File: config.mk
export PLATFORM = sky130hd
export DESIGN_NAME = http_chunked_decoder_flat
export DESIGN_NICKNAME = d
export VERILOG_FILES = /design/src/hcd_pkg.sv /design/src/hcd_if.sv /design/src/hcd_size_parse.sv /design/src/hcd_decode.sv /design/src/http_chunked_decoder.sv /design/src/flat_wrapper.sv
export SDC_FILE = /design/constraint.sdc
export NUM_CORES = 1
export LEC_CHECK = 0
export BUFFER_PORTS_ARGS = -buffer_cell sky130_fd_sc_hd__buf_2
export CAP_MARGIN = 25
export CORE_MARGIN = 10
export CORE_UTILIZATION = 35
export DETAILED_ROUTE_END_ITERATION = 10
export SLEW_MARGIN = 20
export SYNTH_ARGS = -nofsm -noshare
export SYNTH_HDL_FRONTEND = slang
export SYNTH_HIERARCHICAL = 1
export SYNTH_SLANG_ARGS = --single-unit
export TNS_END_PERCENT = 10
File: constraint.sdc
create_clock -name clk_i -period 5 [get_ports clk_i]
set_input_delay 1.5 -clock clk_i [delete_from_list [all_inputs] [get_ports clk_i]]
set_output_delay 1.5 -clock clk_i [all_outputs]
set_load 0.01 [all_outputs]
File: src/hcd_pkg.sv
// ---------------------------------------------------------------------------
// hcd_pkg
// types, codes and byte classifiers for the chunked body decoder
// ---------------------------------------------------------------------------
`default_nettype none

package hcd_pkg;

  localparam int unsigned COUNT_BITS_DEF = 32;
  localparam int unsigned SIZE_BITS      = 32;
  localparam int unsigned REPORT_BITS    = 32;
  localparam int unsigned DIGIT_BITS     = 4;

  localparam logic [7:0] CH_CR    = 8'h0D;
  localparam logic [7:0] CH_LF    = 8'h0A;
  localparam logic [7:0] CH_SP    = 8'h20;
  localparam logic [7:0] CH_TAB   = 8'h09;
  localparam logic [7:0] CH_PLUS  = 8'h2B;
  localparam logic [7:0] CH_MINUS = 8'h2D;
  localparam logic [7:0] CH_X_LO  = 8'h78;
  localparam logic [7:0] CH_X_UP  = 8'h58;

  // largest magnitude that still takes one more hex digit without overflow
  localparam logic [SIZE_BITS-1:0] ACCUM_LIMIT = {{DIGIT_BITS{1'b0}}, {(SIZE_BITS-DIGIT_BITS){1'b1}}};

  typedef enum logic [1:0] {
    ST_TERM  = 2'd0,
    ST_ENDED = 2'd1,
    ST_TRUNC = 2'd2,
    ST_BAD   = 2'd3
  } status_e;

  typedef enum logic [2:0] {
    SZ_NONE   = 3'd0,
    SZ_WS     = 3'd1,
    SZ_SIGN   = 3'd2,
    SZ_ZERO   = 3'd3,
    SZ_XPFX   = 3'd4,
    SZ_DIGITS = 3'd5
  } size_flag_e;

  typedef struct packed {
    logic [7:0] in_byte;
    logic       last_byte;
  } in_beat_t;

  typedef struct packed {
    logic [7:0]             out_byte;
    logic                   out_valid;
    logic                   done_res;
    logic [1:0]             status;
    logic [REPORT_BITS-1:0] out_count;
  } out_beat_t;

  // size field update from one byte
  typedef struct packed {
    size_flag_e           flags;
    logic                 neg;
    logic [SIZE_BITS-1:0] accum;
    logic                 goto_lf;
    logic                 stop;
    status_e              stop_st;
    logic [SIZE_BITS-1:0] chunk;
  } size_upd_t;

  // per-item result from the decode stage
  typedef struct packed {
    logic      has_res;
    out_beat_t beat;
  } step_res_t;

  typedef struct packed {
    logic                  ok;
    logic [DIGIT_BITS-1:0] val;
  } hex_t;

  function automatic hex_t hex_value(input logic [7:0] b);
    hex_t h;
    h.ok  = 1'b1;
    h.val = '0;
    if (b >= 8'h30 && b <= 8'h39) begin
      h.val = DIGIT_BITS'(b - 8'h30);
    end else if (b >= 8'h61 && b <= 8'h66) begin
      h.val = DIGIT_BITS'(b - 8'h57);
    end else if (b >= 8'h41 && b <= 8'h46) begin
      h.val = DIGIT_BITS'(b - 8'h37);
    end else begin
      h.ok = 1'b0;
    end
    return h;
  endfunction

  function automatic logic is_space(input logic [7:0] b);
    return (b == CH_SP) || (b >= CH_TAB && b <= CH_CR);
  endfunction

endpackage

`default_nettype wire

File: src/hcd_if.sv
// ---------------------------------------------------------------------------
// hcd stream interfaces
// valid/ready channels for body bytes in and decoded results out
// ---------------------------------------------------------------------------
`default_nettype none

interface hcd_in_if;
  logic               valid;
  logic               ready;
  hcd_pkg::in_beat_t  data;

  modport source (output valid, output data, input ready);
  modport sink   (input valid, input data, output ready);
endinterface

interface hcd_out_if;
  logic               valid;
  logic               ready;
  hcd_pkg::out_beat_t data;

  modport source (output valid, output data, input ready);
  modport sink   (input valid, input data, output ready);
endinterface

`default_nettype wire

File: src/hcd_size_parse.sv
// ---------------------------------------------------------------------------
// hcd_size_parse
// one-byte step of the hex chunk size field (strtol base 16 style)
// ---------------------------------------------------------------------------
`default_nettype none

module hcd_size_parse (
  input  hcd_pkg::size_flag_e                 flags_i,
  input  logic                                neg_i,
  input  logic [hcd_pkg::SIZE_BITS-1:0]       accum_i,
  input  logic [7:0]                          byte_i,
  output hcd_pkg::size_upd_t                  upd_o
);
  import hcd_pkg::*;

  hex_t hx;

  always_comb begin
    hx            = hex_value(byte_i);
    upd_o.flags   = flags_i;
    upd_o.neg     = neg_i;
    upd_o.accum   = accum_i;
    upd_o.goto_lf = 1'b0;
    upd_o.stop    = 1'b0;
    upd_o.stop_st = ST_TERM;
    upd_o.chunk   = neg_i ? (SIZE_BITS'(0) - accum_i) : accum_i;

    unique case (flags_i) inside
      SZ_NONE, SZ_WS: begin
        if (is_space(byte_i)) begin
          upd_o.flags = SZ_WS;
        end else if (byte_i == CH_PLUS || byte_i == CH_MINUS) begin
          upd_o.neg   = (byte_i == CH_MINUS);
          upd_o.flags = SZ_SIGN;
        end else if (hx.ok) begin
          upd_o.accum = SIZE_BITS'(hx.val);
          upd_o.flags = (hx.val == '0) ? SZ_ZERO : SZ_DIGITS;
        end else begin
          upd_o.stop = 1'b1;
        end
      end
      SZ_SIGN: begin
        if (hx.ok) begin
          upd_o.accum = SIZE_BITS'(hx.val);
          upd_o.flags = (hx.val == '0) ? SZ_ZERO : SZ_DIGITS;
        end else begin
          upd_o.stop = 1'b1;
        end
      end
      SZ_ZERO: begin
        if (byte_i == CH_X_LO || byte_i == CH_X_UP) begin
          upd_o.flags = SZ_XPFX;
        end else if (hx.ok) begin
          upd_o.accum = SIZE_BITS'(hx.val);
          upd_o.flags = SZ_DIGITS;
        end else begin
          upd_o.stop = 1'b1;
        end
      end
      SZ_XPFX: begin
        if (hx.ok) begin
          upd_o.accum = SIZE_BITS'(hx.val);
          upd_o.flags = SZ_DIGITS;
        end else begin
          upd_o.stop = 1'b1;
        end
      end
      default: begin
        if (hx.ok) begin
          // saturate rather than wrap
          if (accum_i > ACCUM_LIMIT) begin
            upd_o.accum = '1;
          end else begin
            upd_o.accum = {accum_i[SIZE_BITS-DIGIT_BITS-1:0], hx.val};
          end
        end else if (accum_i == '0) begin
          // negated zero is still zero
          upd_o.stop = 1'b1;
        end else if (byte_i == CH_CR) begin
          upd_o.goto_lf = 1'b1;
        end else begin
          upd_o.stop    = 1'b1;
          upd_o.stop_st = ST_BAD;
        end
      end
    endcase
  end

endmodule

`default_nettype wire

File: src/hcd_decode.sv
// ---------------------------------------------------------------------------
// hcd_decode
// chunk framing state, payload counting and end-of-body report
// ---------------------------------------------------------------------------
`default_nettype none

module hcd_decode #(
  parameter int unsigned CountBits = hcd_pkg::COUNT_BITS_DEF
) (
  input  logic                clk_i,
  input  logic                rst_ni,
  input  logic                step_i,
  input  hcd_pkg::in_beat_t   beat_i,
  output hcd_pkg::step_res_t  res_o
);
  import hcd_pkg::*;

  typedef enum logic [2:0] {
    PH_SIZE     = 3'd0,
    PH_SIZE_LF  = 3'd1,
    PH_PAYLOAD  = 3'd2,
    PH_TRAIL_CR = 3'd3,
    PH_TRAIL_LF = 3'd4,
    PH_STOPPED  = 3'd5
  } phase_e;

  phase_e               phase_q, phase_d;
  size_flag_e           flags_q, flags_d;
  logic                 neg_q, neg_d;
  logic [SIZE_BITS-1:0] accum_q, accum_d;
  logic [SIZE_BITS-1:0] left_q, left_d;
  logic [CountBits-1:0] total_q, total_d;
  status_e              end_st_q, end_st_d;

  size_upd_t              upd;
  logic                   pay;
  status_e                fin_st;
  logic [REPORT_BITS-1:0] cnt_rep;

  hcd_size_parse u_size (
    .flags_i (flags_q),
    .neg_i   (neg_q),
    .accum_i (accum_q),
    .byte_i  (beat_i.in_byte),
    .upd_o   (upd)
  );

  generate
    if (CountBits >= REPORT_BITS) begin : g_cnt_wide
      assign cnt_rep = total_d[REPORT_BITS-1:0];
    end else begin : g_cnt_narrow
      assign cnt_rep = {{(REPORT_BITS-CountBits){1'b0}}, total_d};
    end
  endgenerate

  always_comb begin
    phase_d  = phase_q;
    flags_d  = flags_q;
    neg_d    = neg_q;
    accum_d  = accum_q;
    left_d   = left_q;
    total_d  = total_q;
    end_st_d = end_st_q;
    pay      = 1'b0;

    unique case (phase_q)
      PH_SIZE: begin
        flags_d = upd.flags;
        neg_d   = upd.neg;
        accum_d = upd.accum;
        if (upd.stop) begin
          phase_d  = PH_STOPPED;
          end_st_d = upd.stop_st;
        end else if (upd.goto_lf) begin
          left_d  = upd.chunk;
          phase_d = PH_SIZE_LF;
        end
      end
      PH_SIZE_LF: begin
        if (beat_i.in_byte == CH_LF) begin
          phase_d = (left_q != '0) ? PH_PAYLOAD : PH_TRAIL_CR;
        end else begin
          phase_d  = PH_STOPPED;
          end_st_d = ST_BAD;
        end
      end
      PH_PAYLOAD: begin
        pay    = 1'b1;
        left_d = left_q - SIZE_BITS'(1);
        if (total_q != '1) begin
          total_d = total_q + CountBits'(1);
        end
        if (left_q == SIZE_BITS'(1)) begin
          phase_d = PH_TRAIL_CR;
        end
      end
      PH_TRAIL_CR: begin
        if (beat_i.in_byte == CH_CR) begin
          phase_d = PH_TRAIL_LF;
        end else begin
          phase_d  = PH_STOPPED;
          end_st_d = ST_TRUNC;
        end
      end
      PH_TRAIL_LF: begin
        if (beat_i.in_byte == CH_LF) begin
          phase_d = PH_SIZE;
          flags_d = SZ_NONE;
          neg_d   = 1'b0;
          accum_d = '0;
        end else begin
          phase_d  = PH_STOPPED;
          end_st_d = ST_TRUNC;
        end
      end
      default: begin
      end
    endcase

    // status as seen after this byte
    unique case (phase_d)
      PH_STOPPED: fin_st = end_st_d;
      PH_SIZE: begin
        if (flags_d == SZ_NONE) begin
          fin_st = ST_ENDED;
        end else if (flags_d == SZ_DIGITS && accum_d != '0) begin
          fin_st = ST_BAD;
        end else begin
          fin_st = ST_TERM;
        end
      end
      PH_SIZE_LF: fin_st = ST_BAD;
      default:    fin_st = ST_TRUNC;
    endcase

    res_o.has_res        = pay | beat_i.last_byte;
    res_o.beat.out_byte  = pay ? beat_i.in_byte : 8'h00;
    res_o.beat.out_valid = pay;
    res_o.beat.done_res  = beat_i.last_byte;
    res_o.beat.status    = beat_i.last_byte ? fin_st : ST_TERM;
    res_o.beat.out_count = (beat_i.last_byte && fin_st != ST_BAD) ? cnt_rep : '0;
  end

  always_ff @(posedge clk_i or negedge rst_ni) begin
    if (!rst_ni) begin
      phase_q  <= PH_SIZE;
      flags_q  <= SZ_NONE;
      neg_q    <= 1'b0;
      accum_q  <= '0;
      left_q   <= '0;
      total_q  <= '0;
      end_st_q <= ST_TERM;
    end else if (step_i) begin
      if (beat_i.last_byte) begin
        // body finished: back to the start for the next one
        phase_q  <= PH_SIZE;
        flags_q  <= SZ_NONE;
        neg_q    <= 1'b0;
        accum_q  <= '0;
        left_q   <= '0;
        total_q  <= '0;
        end_st_q <= ST_TERM;
      end else begin
        phase_q  <= phase_d;
        flags_q  <= flags_d;
        neg_q    <= neg_d;
        accum_q  <= accum_d;
        left_q   <= left_d;
        total_q  <= total_d;
        end_st_q <= end_st_d;
      end
    end
  end

endmodule

`default_nettype wire

File: src/http_chunked_decoder.sv
// ---------------------------------------------------------------------------
// http_chunked_decoder
// decodes a chunked transfer body byte by byte, passes payload bytes on and
// reports status and delivered byte count on the last byte of the body
// ---------------------------------------------------------------------------
//
//   channel | dir | beat payload                                 | accepted when
//   --------+-----+----------------------------------------------+----------------
//   in_i    | in  | in_byte, last_byte                           | valid && ready
//   out_o   | out | out_byte, out_valid, done_res, status, count | valid && ready
//
// one body byte per cycle sustained while the output is not held; a result beat
// is decoded from the input register into the output register
// a byte that yields no result (framing, size field, stopped) leaves no beat
// reset returns the decoder to the start of a size field with a zero count
// when the output register is held, the input register holds its byte only if
// that byte has a result to deliver, and ready drops only then
//
`default_nettype none

module http_chunked_decoder #(
  parameter int unsigned CountBits = hcd_pkg::COUNT_BITS_DEF
) (
  input  logic         clk_i,
  input  logic         rst_ni,
  hcd_in_if.sink       in_i,
  hcd_out_if.source    out_o
);
  import hcd_pkg::*;

  // input register
  logic      s1_vld_q;
  in_beat_t  s1_beat_q;

  // output register
  logic      o_vld_q;
  out_beat_t o_beat_q;

  step_res_t res;
  logic      out_free;
  logic      s1_adv;

  // the held byte moves on unless it has a result and the output is blocked
  assign out_free   = !o_vld_q || out_o.ready;
  assign s1_adv     = s1_vld_q && (!res.has_res || out_free);
  assign in_i.ready = !s1_vld_q || s1_adv;

  assign out_o.valid = o_vld_q;
  assign out_o.data  = o_beat_q;

  hcd_decode #(
    .CountBits (CountBits)
  ) u_decode (
    .clk_i  (clk_i),
    .rst_ni (rst_ni),
    .step_i (s1_adv),
    .beat_i (s1_beat_q),
    .res_o  (res)
  );

  // control
  always_ff @(posedge clk_i or negedge rst_ni) begin
    if (!rst_ni) begin
      s1_vld_q <= 1'b0;
      o_vld_q  <= 1'b0;
    end else begin
      if (in_i.ready) begin
        s1_vld_q <= in_i.valid;
      end
      if (out_free) begin
        o_vld_q <= s1_adv && res.has_res;
      end
    end
  end

  // payload, no reset needed
  always_ff @(posedge clk_i) begin
    if (in_i.ready && in_i.valid) begin
      s1_beat_q <= in_i.data;
    end
    if (out_free && s1_adv && res.has_res) begin
      o_beat_q <= res.beat;
    end
  end

endmodule

`default_nettype wire

File: src/flat_wrapper.sv
// flat-port wrapper written by rule: the top's interface ports become plain ports
module http_chunked_decoder_flat import hcd_pkg::*;
#(
  parameter int unsigned CountBits = hcd_pkg::COUNT_BITS_DEF
)
  (clk_i, rst_ni, in_i_valid, in_i_data, in_i_ready, out_o_valid, out_o_data, out_o_ready);
  hcd_in_if in_i_i ();
  hcd_out_if out_o_i ();
  input  logic clk_i;
  input  logic rst_ni;
  input wire logic [$bits(in_i_i.valid)-1:0] in_i_valid;
  input wire logic [$bits(in_i_i.data)-1:0] in_i_data;
  output wire logic [$bits(in_i_i.ready)-1:0] in_i_ready;
  output wire logic [$bits(out_o_i.valid)-1:0] out_o_valid;
  output wire logic [$bits(out_o_i.data)-1:0] out_o_data;
  input wire logic [$bits(out_o_i.ready)-1:0] out_o_ready;
  assign in_i_i.valid = in_i_valid;
  assign in_i_i.data = in_i_data;
  assign in_i_ready = in_i_i.ready;
  assign out_o_valid = out_o_i.valid;
  assign out_o_data = out_o_i.data;
  assign out_o_i.ready = out_o_ready;
  http_chunked_decoder #(.CountBits(CountBits)) u_core (.clk_i(clk_i), .rst_ni(rst_ni), .in_i(in_i_i), .out_o(out_o_i));
endmodule
==> reports/qor.yml, run 1 <==
route:
  wl_per_cell_um: 19.8
  wl_mm: 32.4
  vias: 9878
  viasPerCell: 6.03
  dr_wl_met2_mm: 14.8
  postRouteAntennaNets: 0
  drtPass1Iterations: 5
  met3_length_mm: 1.91
  highest_layer: "met4"
  drc_errors: 0
  drt-met1-wl_mm: 15.0
  first_iter_violations: 1072
clock_tree:
  cts_tree: "built"
  ctsResizeCount: 0
  cts_root_buf: "clkbuf_16"
  cts_buffer_depth: 2
  post_cts_buffers: 0
  ctsHoldBuffers: 0
  htree_levels: 4
  clkLatencyLatePin_ns: 0.44
  clk_pin_slew_ns: 0.07
  cts.sinks: 160
  numCtsBuffers: 17
final_layout:
  layout_common_cells: "107 x dfrtp_1, 81 x o21ai_0, 70 x nand2_1"
  postLayoutCellArea_um2: 12400
  final_core_util_pct: 39.3
  syn2layout_area_growth_pct: 10.9
  antennaDiodeCount: 0
  layout_commonest_cell: "dfrtp_1"
  layoutNonFillerInstCount: 1638
  drive_above_1_share_pct: 16.4
  nets: 1245
setup_path:
  slowest_stage: "nor3b_1"
  max_stage_delay_ns: 0.61
  critical_path.cell_chain: "or3_1 -> nor3b_1 -> nand4_1 -> o21a_1 -> nor3b_2 -> inv_1 -> a22o_1 -> a221o_1 -> o211a_1 -> o211a_2 -> buf_4 -> nor4b_2"
  path_max_fanout: 32
  path_class: "reg2reg"
  start_kind: "flip-flop"
  r2r_setup_slack_ns: 0.42
  cpLargestDelayFamily: "simple AND/OR/NAND/NOR gates"
  cp.required_ns: 5.25
  end_kind: "flip-flop"
  cp.arrival_ns: 4.83
  crit_buf_inv: 2
floorplan:
  die_x_um: 199
  start_util_pct: 35.5
  die-area_um2: 39500
  die-height_um: 199
  core_um2: 31600
  io_pins: 59
  num_rows: 65
timing:
  fmax_mhz: 218
  slew_violations: 0
  whs_ns: 0.534
  hold_violations: 0
  relSlewSlack_pct: 38.2
  setup_viol: 0
  rsz0062_at_grt: "no"
  worst_pin_slew_ns: 0.920
  min_period_over_period_pct: 91.6
  tns_ns: 0
  fin_skew_ns: 0.0117
  fin_ws_ns: 0.421
  period_minus_slack_ns: 4.58
yosys:
  yosys_warnings: 6
  synth_area_leaders: "dfrtp_1 24%, edfxtp_1 14%, o2bb2ai_1 4.3%"
  synth_ff_type: "dfrtp_1"
  mappedNetlistNets: 1234
  ys_ff_latch: 160
  yosysSeqAreaShare_pct: 38.1
  yosys.area.top_type: "dfrtp_1"
  netlist.area_leader.share_pct: 23.9
  avgSynthCellArea_um2: 9.24
  synthArstFlopShare_pct: 66.9
  netlist_area_um2: 11200
  synth_cell_type_count: 96
  synth_edf_count: 53
  syn_inst: 1212
place:
  placed_area_um2: 11800
  pre_cts_ws_ns: 0.599
  gp_congestion: 0.899
  dpl.hpwl_mm: 21.8
  placed_cells: 1605
  portBuffers: 58
grt:
  grt_pass1_vias: 9360
  grt_pass1_wl_mm: 52.4
  grt_overflow: 0
  antenna_found_initial: 0
  grt_max_degree: 60
  grt_usage_pct: 16.3
pwr:
  p_leak_nw: 4.74
  peakVddDrop_uv: 169
  finalPower_mw: 3.55
  power_density_nw_per_um2: 286
job:
  maxCapViolCount: 0
min_path:
  hold_class: "reg2reg"
outcome:
  status: "finished, final reports clean"
[flip-flops by register name, summed over array words and instances (netlist names)]
| name | cells |
|---|---|
| u_core/u_decode/total_q | 32 |
| u_core/s1_vld_q | 1 |
| u_core/u_decode/neg_q | 1 |
| u_core/out_o.data | 44 |
| u_core/s1_beat_q | 9 |
| u_core/u_decode/end_st_q | 2 |
| u_core/u_decode/flags_q | 3 |
| u_core/u_decode/accum_q | 32 |
| u_core/u_decode/left_q | 32 |
| u_core/u_decode/phase_q | 3 |
| u_core/out_o.valid | 1 |
[logic make-up (layout without fill, tap and decap cells)]
| kind of cell | after synthesis | count (layout) | share of synthesized area, % |
|---|---|---|---|
| and+or+nand+nor | 414 | 414 | 23.5 |
| AOI/OAI and AO/OA | 388 | 388 | 24.0 |
| DFF | 160 | 160 | 38.1 |
| buffers and inverters | 152 | 176 | 6.11 |
| xor gates and xnor gates | 62 | 62 | 4.85 |
| muxes | 27 | 27 | 2.45 |
| adders and majority gates | 9 | 9 | 1.01 |
[cell usage after synthesis, types with 11 or more instances]
master       n
inv_1       47
edfxtp_1    53
nor3_1      46
nor4b_2     31
nor4_1      29
and3_1      17
nand2_1     70
o21ai_1     17
clkbuf_1    70
o21ai_0     81
buf_2       11
xnor2_1     41
o22ai_1     38
a22oi_1     43
nor2_1      65
o2bb2ai_1   55
and2_1      13
nand3_1     41
dfrtp_1    107
a21oi_1     54
nand4_1     22
o31ai_1     12
mux2i_1     24
xor2_1      21
nor2b_1     11
[cell type report]
| class | count | area, µm² |
|---|---|---|
| inverter | 49 | 185 |
| sequential | 160 | 4270 |
| fill | 3142 | 19100 |
| tap | 402 | 503 |
| clock inverter | 15 | 160 |
| timing repair buffer | 95 | 603 |
| clock buffer | 17 | 425 |
| multi-input combinational | 900 | 6270 |
[per-layer routing]
layer	vias to the layer above	GRT usage [%]
li1	4647	-
met1	4840	22.8
met2	350	25.0
met3	41	2.59
met4	0	5.51
met5	-	0
[path summary, 6_finish.rpt]
kind                                             start                          end  cells after the start
max                         u_core/u_decode/accum_q[4]        u_core/out_o.data[28]                     12
min                        u_core/u_decode/end_st_q[0]  u_core/u_decode/end_st_q[0]                      1
max reg2reg                 u_core/u_decode/accum_q[4]        u_core/out_o.data[28]                     12
min reg2reg                u_core/u_decode/end_st_q[0]  u_core/u_decode/end_st_q[0]                      1
max in group asynchronous                       rst_ni   u_core/u_decode/phase_q[2]                      2
min in group asynchronous                       rst_ni   u_core/u_decode/left_q[21]                      1
[where the power goes]
part / internal [mW] / switching (mW) / leakage, nW
registers: 1.42 / 0.0975 / 1.99
clock network: 0.712 / 0.640 / 0.282
logic: 0.236 / 0.446 / 2.47
total: 2.37 / 1.18 / 4.74
Note: power is estimated with default switching activity, not from simulation.
==> run 2, diff against run 1 <==
--- a/config.mk
+++ b/config.mk
@@ -8,11 +8,12 @@
 export BUFFER_PORTS_ARGS = -buffer_cell sky130_fd_sc_hd__buf_2
 export CAP_MARGIN = 25
 export CORE_MARGIN = 10
-export CORE_UTILIZATION = 35
+export CORE_UTILIZATION = 61
 export DETAILED_ROUTE_END_ITERATION = 10
+export GPL_TIMING_DRIVEN = 0
+export PLACE_DENSITY = 0.8
 export SLEW_MARGIN = 20
 export SYNTH_ARGS = -nofsm -noshare
 export SYNTH_HDL_FRONTEND = slang
-export SYNTH_HIERARCHICAL = 1
 export SYNTH_SLANG_ARGS = --single-unit
 export TNS_END_PERCENT = 10
==> run 2 against run 1 <==
Net effect: sequential cell count did not move; worst hold slack got worse by 0.072 ns; critical endpoint is now u_core.out_o.data[32]; clock power barely moved; count of clock-buffer cells in the layout rose by 2; global-route usage rose by 8.8 points; core utilization rose by 31 points; combinational power fell by 33%; wire length fell by 15%; non-clock buffer count rose by 58; die area fell by 45%; highest routed layer unchanged; final area fell by 10%; synthesized cell count fell by 7.9%; critical path type unchanged.
==> reports/qor.yml, run 2 <==
clock_tree:
  cts_tree: "built"
  clkLatencyLatePin_ns: 0.43
  cts_buffer_depth: 2
  cts_root_buf: "clkbuf_16"
  ctsHoldBuffers: 0
  ctsResizeCount: 0
  cts.sinks: 160
  post_cts_buffers: 0
  htree_levels: 4
  numCtsBuffers: 17
  clk_pin_slew_ns: 0.07
yosys:
  yosys.area.top_type: "dfrtp_1"
  synth_edf_count: 53
  mappedNetlistNets: 1138
  synth_ff_type: "dfrtp_1"
  yosysSeqAreaShare_pct: 43.0
  synth_cell_type_count: 88
  yosys_warnings: 0
  netlist.area_leader.share_pct: 26.9
  synthArstFlopShare_pct: 66.9
  netlist_area_um2: 9940
  avgSynthCellArea_um2: 8.91
  synth_area_leaders: "dfrtp_1 27%, edfxtp_1 16%, o21ai_0 7.7%"
  synth.top_cells.by_count: "153 x o21ai_0, 115 x nor2_1, 107 x dfrtp_1"
  syn_inst: 1116
  ys_ff_latch: 160
  yosysMostFrequentCell: "o21ai_0"
pwr:
  intPower_mw: 2.29
  peakVddDrop_uv: 260
  p_comb_share_pct: 14.3
  p_seq_share_pct: 44.1
  p_leak_nw: 4.44
  switching_power_mw: 0.907
  clkPwrFrac_pct: 41.7
  power_density_nw_per_um2: 287
  swShare_pct: 28.4
setup_path:
  crit_buf_inv: 1
  critical_path.cell_chain: "inv_1 -> ha_1 -> nor4bb_1 -> nand2_1 -> a21oi_1 -> o21ai_0 -> a22o_1 -> nor4_1 -> a41oi_2 -> o31a_1"
  endpoint: "u_core.out_o.data[32]"
  start_kind: "flip-flop"
  cp.depth: 10
  cp.arrival_ns: 4.25
  cpLargestDelayFamily: "compound AO/OA/AOI/OAI gates"
  cp.required_ns: 5.17
  max_stage_delay_ns: 0.51
  timing.rr.end: "u_core.out_o.data[32]"
  worstSetupStartpoint: "u_core.s1_beat_q[1]"
  r2r_cells: 10
  end_kind: "flip-flop"
  path_class: "reg2reg"
  reg2reg_from: "u_core.s1_beat_q[1]"
  slowest_stage: "edfxtp_1"
  r2r_setup_slack_ns: 0.92
  path_max_fanout: 7
timing:
  worst_pin_slew_ns: 0.862
  min_period_over_period_pct: 81.6
  fin_ws_ns: 0.920
  slew_violations: 0
  fmax_mhz: 245
  relSlewSlack_pct: 41.1
  period_minus_slack_ns: 4.08
  rsz0062_at_grt: "no"
  fin_skew_ns: 0.00827
  hold_violations: 0
  tns_ns: 0
  setup_viol: 0
grt:
  grt_pass1_wl_mm: 45.1
  grt_pass1_vias: 8652
  antenna_found_initial: 0
  grt_overflow: 0
  grt_usage_pct: 25.1
  grt_max_degree: 56
route:
  wl_mm: 27.7
  wl_per_cell_um: 19.4
  postRouteAntennaNets: 0
  first_iter_violations: 1307
  viasPerCell: 6.52
  vias: 9291
  drtPass1Iterations: 6
  drc_errors: 0
place:
  dpl.hpwl_mm: 19.6
  portBuffers: 58
  pre_cts_ws_ns: 1.05
  gp_congestion: 1.02
final_layout:
  largest_reg_flops: 44
  layout_commonest_cell: "o21ai_0"
  layout_common_cells: "153 x o21ai_0, 114 x nor2_1, 107 x dfrtp_1"
  drive_above_1_share_pct: 14.5
  nets: 1217
  num-fill-cells: 1260
  antennaDiodeCount: 0
  final_core_util_pct: 70.0
  syn2layout_area_growth_pct: 12.2
floorplan:
  core_um2: 15900
  io_pins: 59
  die-height_um: 148
  num_rows: 46
  die_x_um: 148
  start_util_pct: 62.3
  die-area_um2: 21800
outcome:
  status: "finished, final reports clean"
job:
  maxCapViolCount: 0
min_path:
  hold_class: "reg2reg"
run 2: cell types whose count changed after synthesis, sizes merged, moves of 12 or more:
cell and change:
o22ai -34, nor4b -35, nor2 +49, a22oi -39
o2bb2ai -54, o31ai +29, nand2 +31, nor3 +12
mux2i -21, nand3 -16, inv -31, a21oi -13
o21ai +67
run 2: worst min path at each step:
stage                   startpoint                    end  slack, ns  cells after the start
4_1_cts        u_core.s1_beat_q[0]  u_core.out_o.data[34]       0.46                      0
5_1_grt        u_core.s1_beat_q[0]  u_core.out_o.data[34]       0.47                      0
3_5_place_dp   u_core.s1_beat_q[0]  u_core.out_o.data[34]       0.43                      0
2_1_floorplan  u_core.s1_beat_q[0]  u_core.out_o.data[34]       0.42                      0
6_report       u_core.s1_beat_q[0]  u_core.out_o.data[34]       0.46                      0
3_3_place_gp   u_core.s1_beat_q[0]  u_core.out_o.data[34]       0.43                      0
run 2: logic make-up after synthesis:
logic type | synth area share (%)
adder cells (fa/ha/maj) | 1.23
multiplexers | 0.642
XOR/XNOR | 5.46
flip-flops | 43.0
AO/OA/AOI/OAI | 21.3
buffers and inverters | 5.06
AND/OR/NAND/NOR | 23.4
run 2: worst register-to-register path, stage by stage, from the launching register on:
cell	delay, ns
edfxtp_1	0.51
inv_1	0.20
ha_1	0.20
nor4bb_1	0.49
nand2_1	0.24
a21oi_1	0.47
o21ai_0	0.25
a22o_1	0.29
nor4_1	0.26
a41oi_2	0.44
o31a_1	0.46
run 2: stage by stage:
step	total power [mW]	hold WS [ns]	cell area, µm²	instances
3_3_place_gp	1.86	0.431	10500	1390
6_report	3.20	0.462	11200	1424
2_1_floorplan	1.73	0.424	9940	1116
4_1_cts	3.19	0.456	11200	1424
5_1_grt	3.31	0.471	11200	1424
3_5_place_dp	1.88	0.434	10600	1392
run 2: area by class of cell:
class / count / area [µm²] / area share [%]
Multi-Input combinational cell: 846 / 5170 / 46.4
Inverter: 17 / 63.8 / 0.572
Timing Repair Buffer: 60 / 344 / 3.08
Tap cell: 216 / 270 / 2.42
Clock buffer: 19 / 443 / 3.97
Sequential cell: 160 / 4270 / 38.3
Buffer: 93 / 439 / 3.94
Clock inverter: 13 / 150 / 1.35
run 2: layer usage:
layer / share of wire, % / vias to the layer above / GRT usage, %
li1: - / 4271 / -
met1: 41 / 4420 / 33.1
met2: 47 / 536 / 39.9
met3: 9.8 / 64 / 5.10
met4: 2.7 / 0 / 9.56
met5: 0 / - / 0.948
run 2: power by group through the flow:
stage | registers [mW] | logic (mW) | clock network (mW)
after floorplan | 1.44 | 0.297 | 0
after global placement | 1.43 | 0.428 | 0
after detailed placement | 1.43 | 0.442 | 0
after CTS | 1.41 | 0.444 | 1.34
after global routing | 1.41 | 0.496 | 1.40
final | 1.41 | 0.456 | 1.33
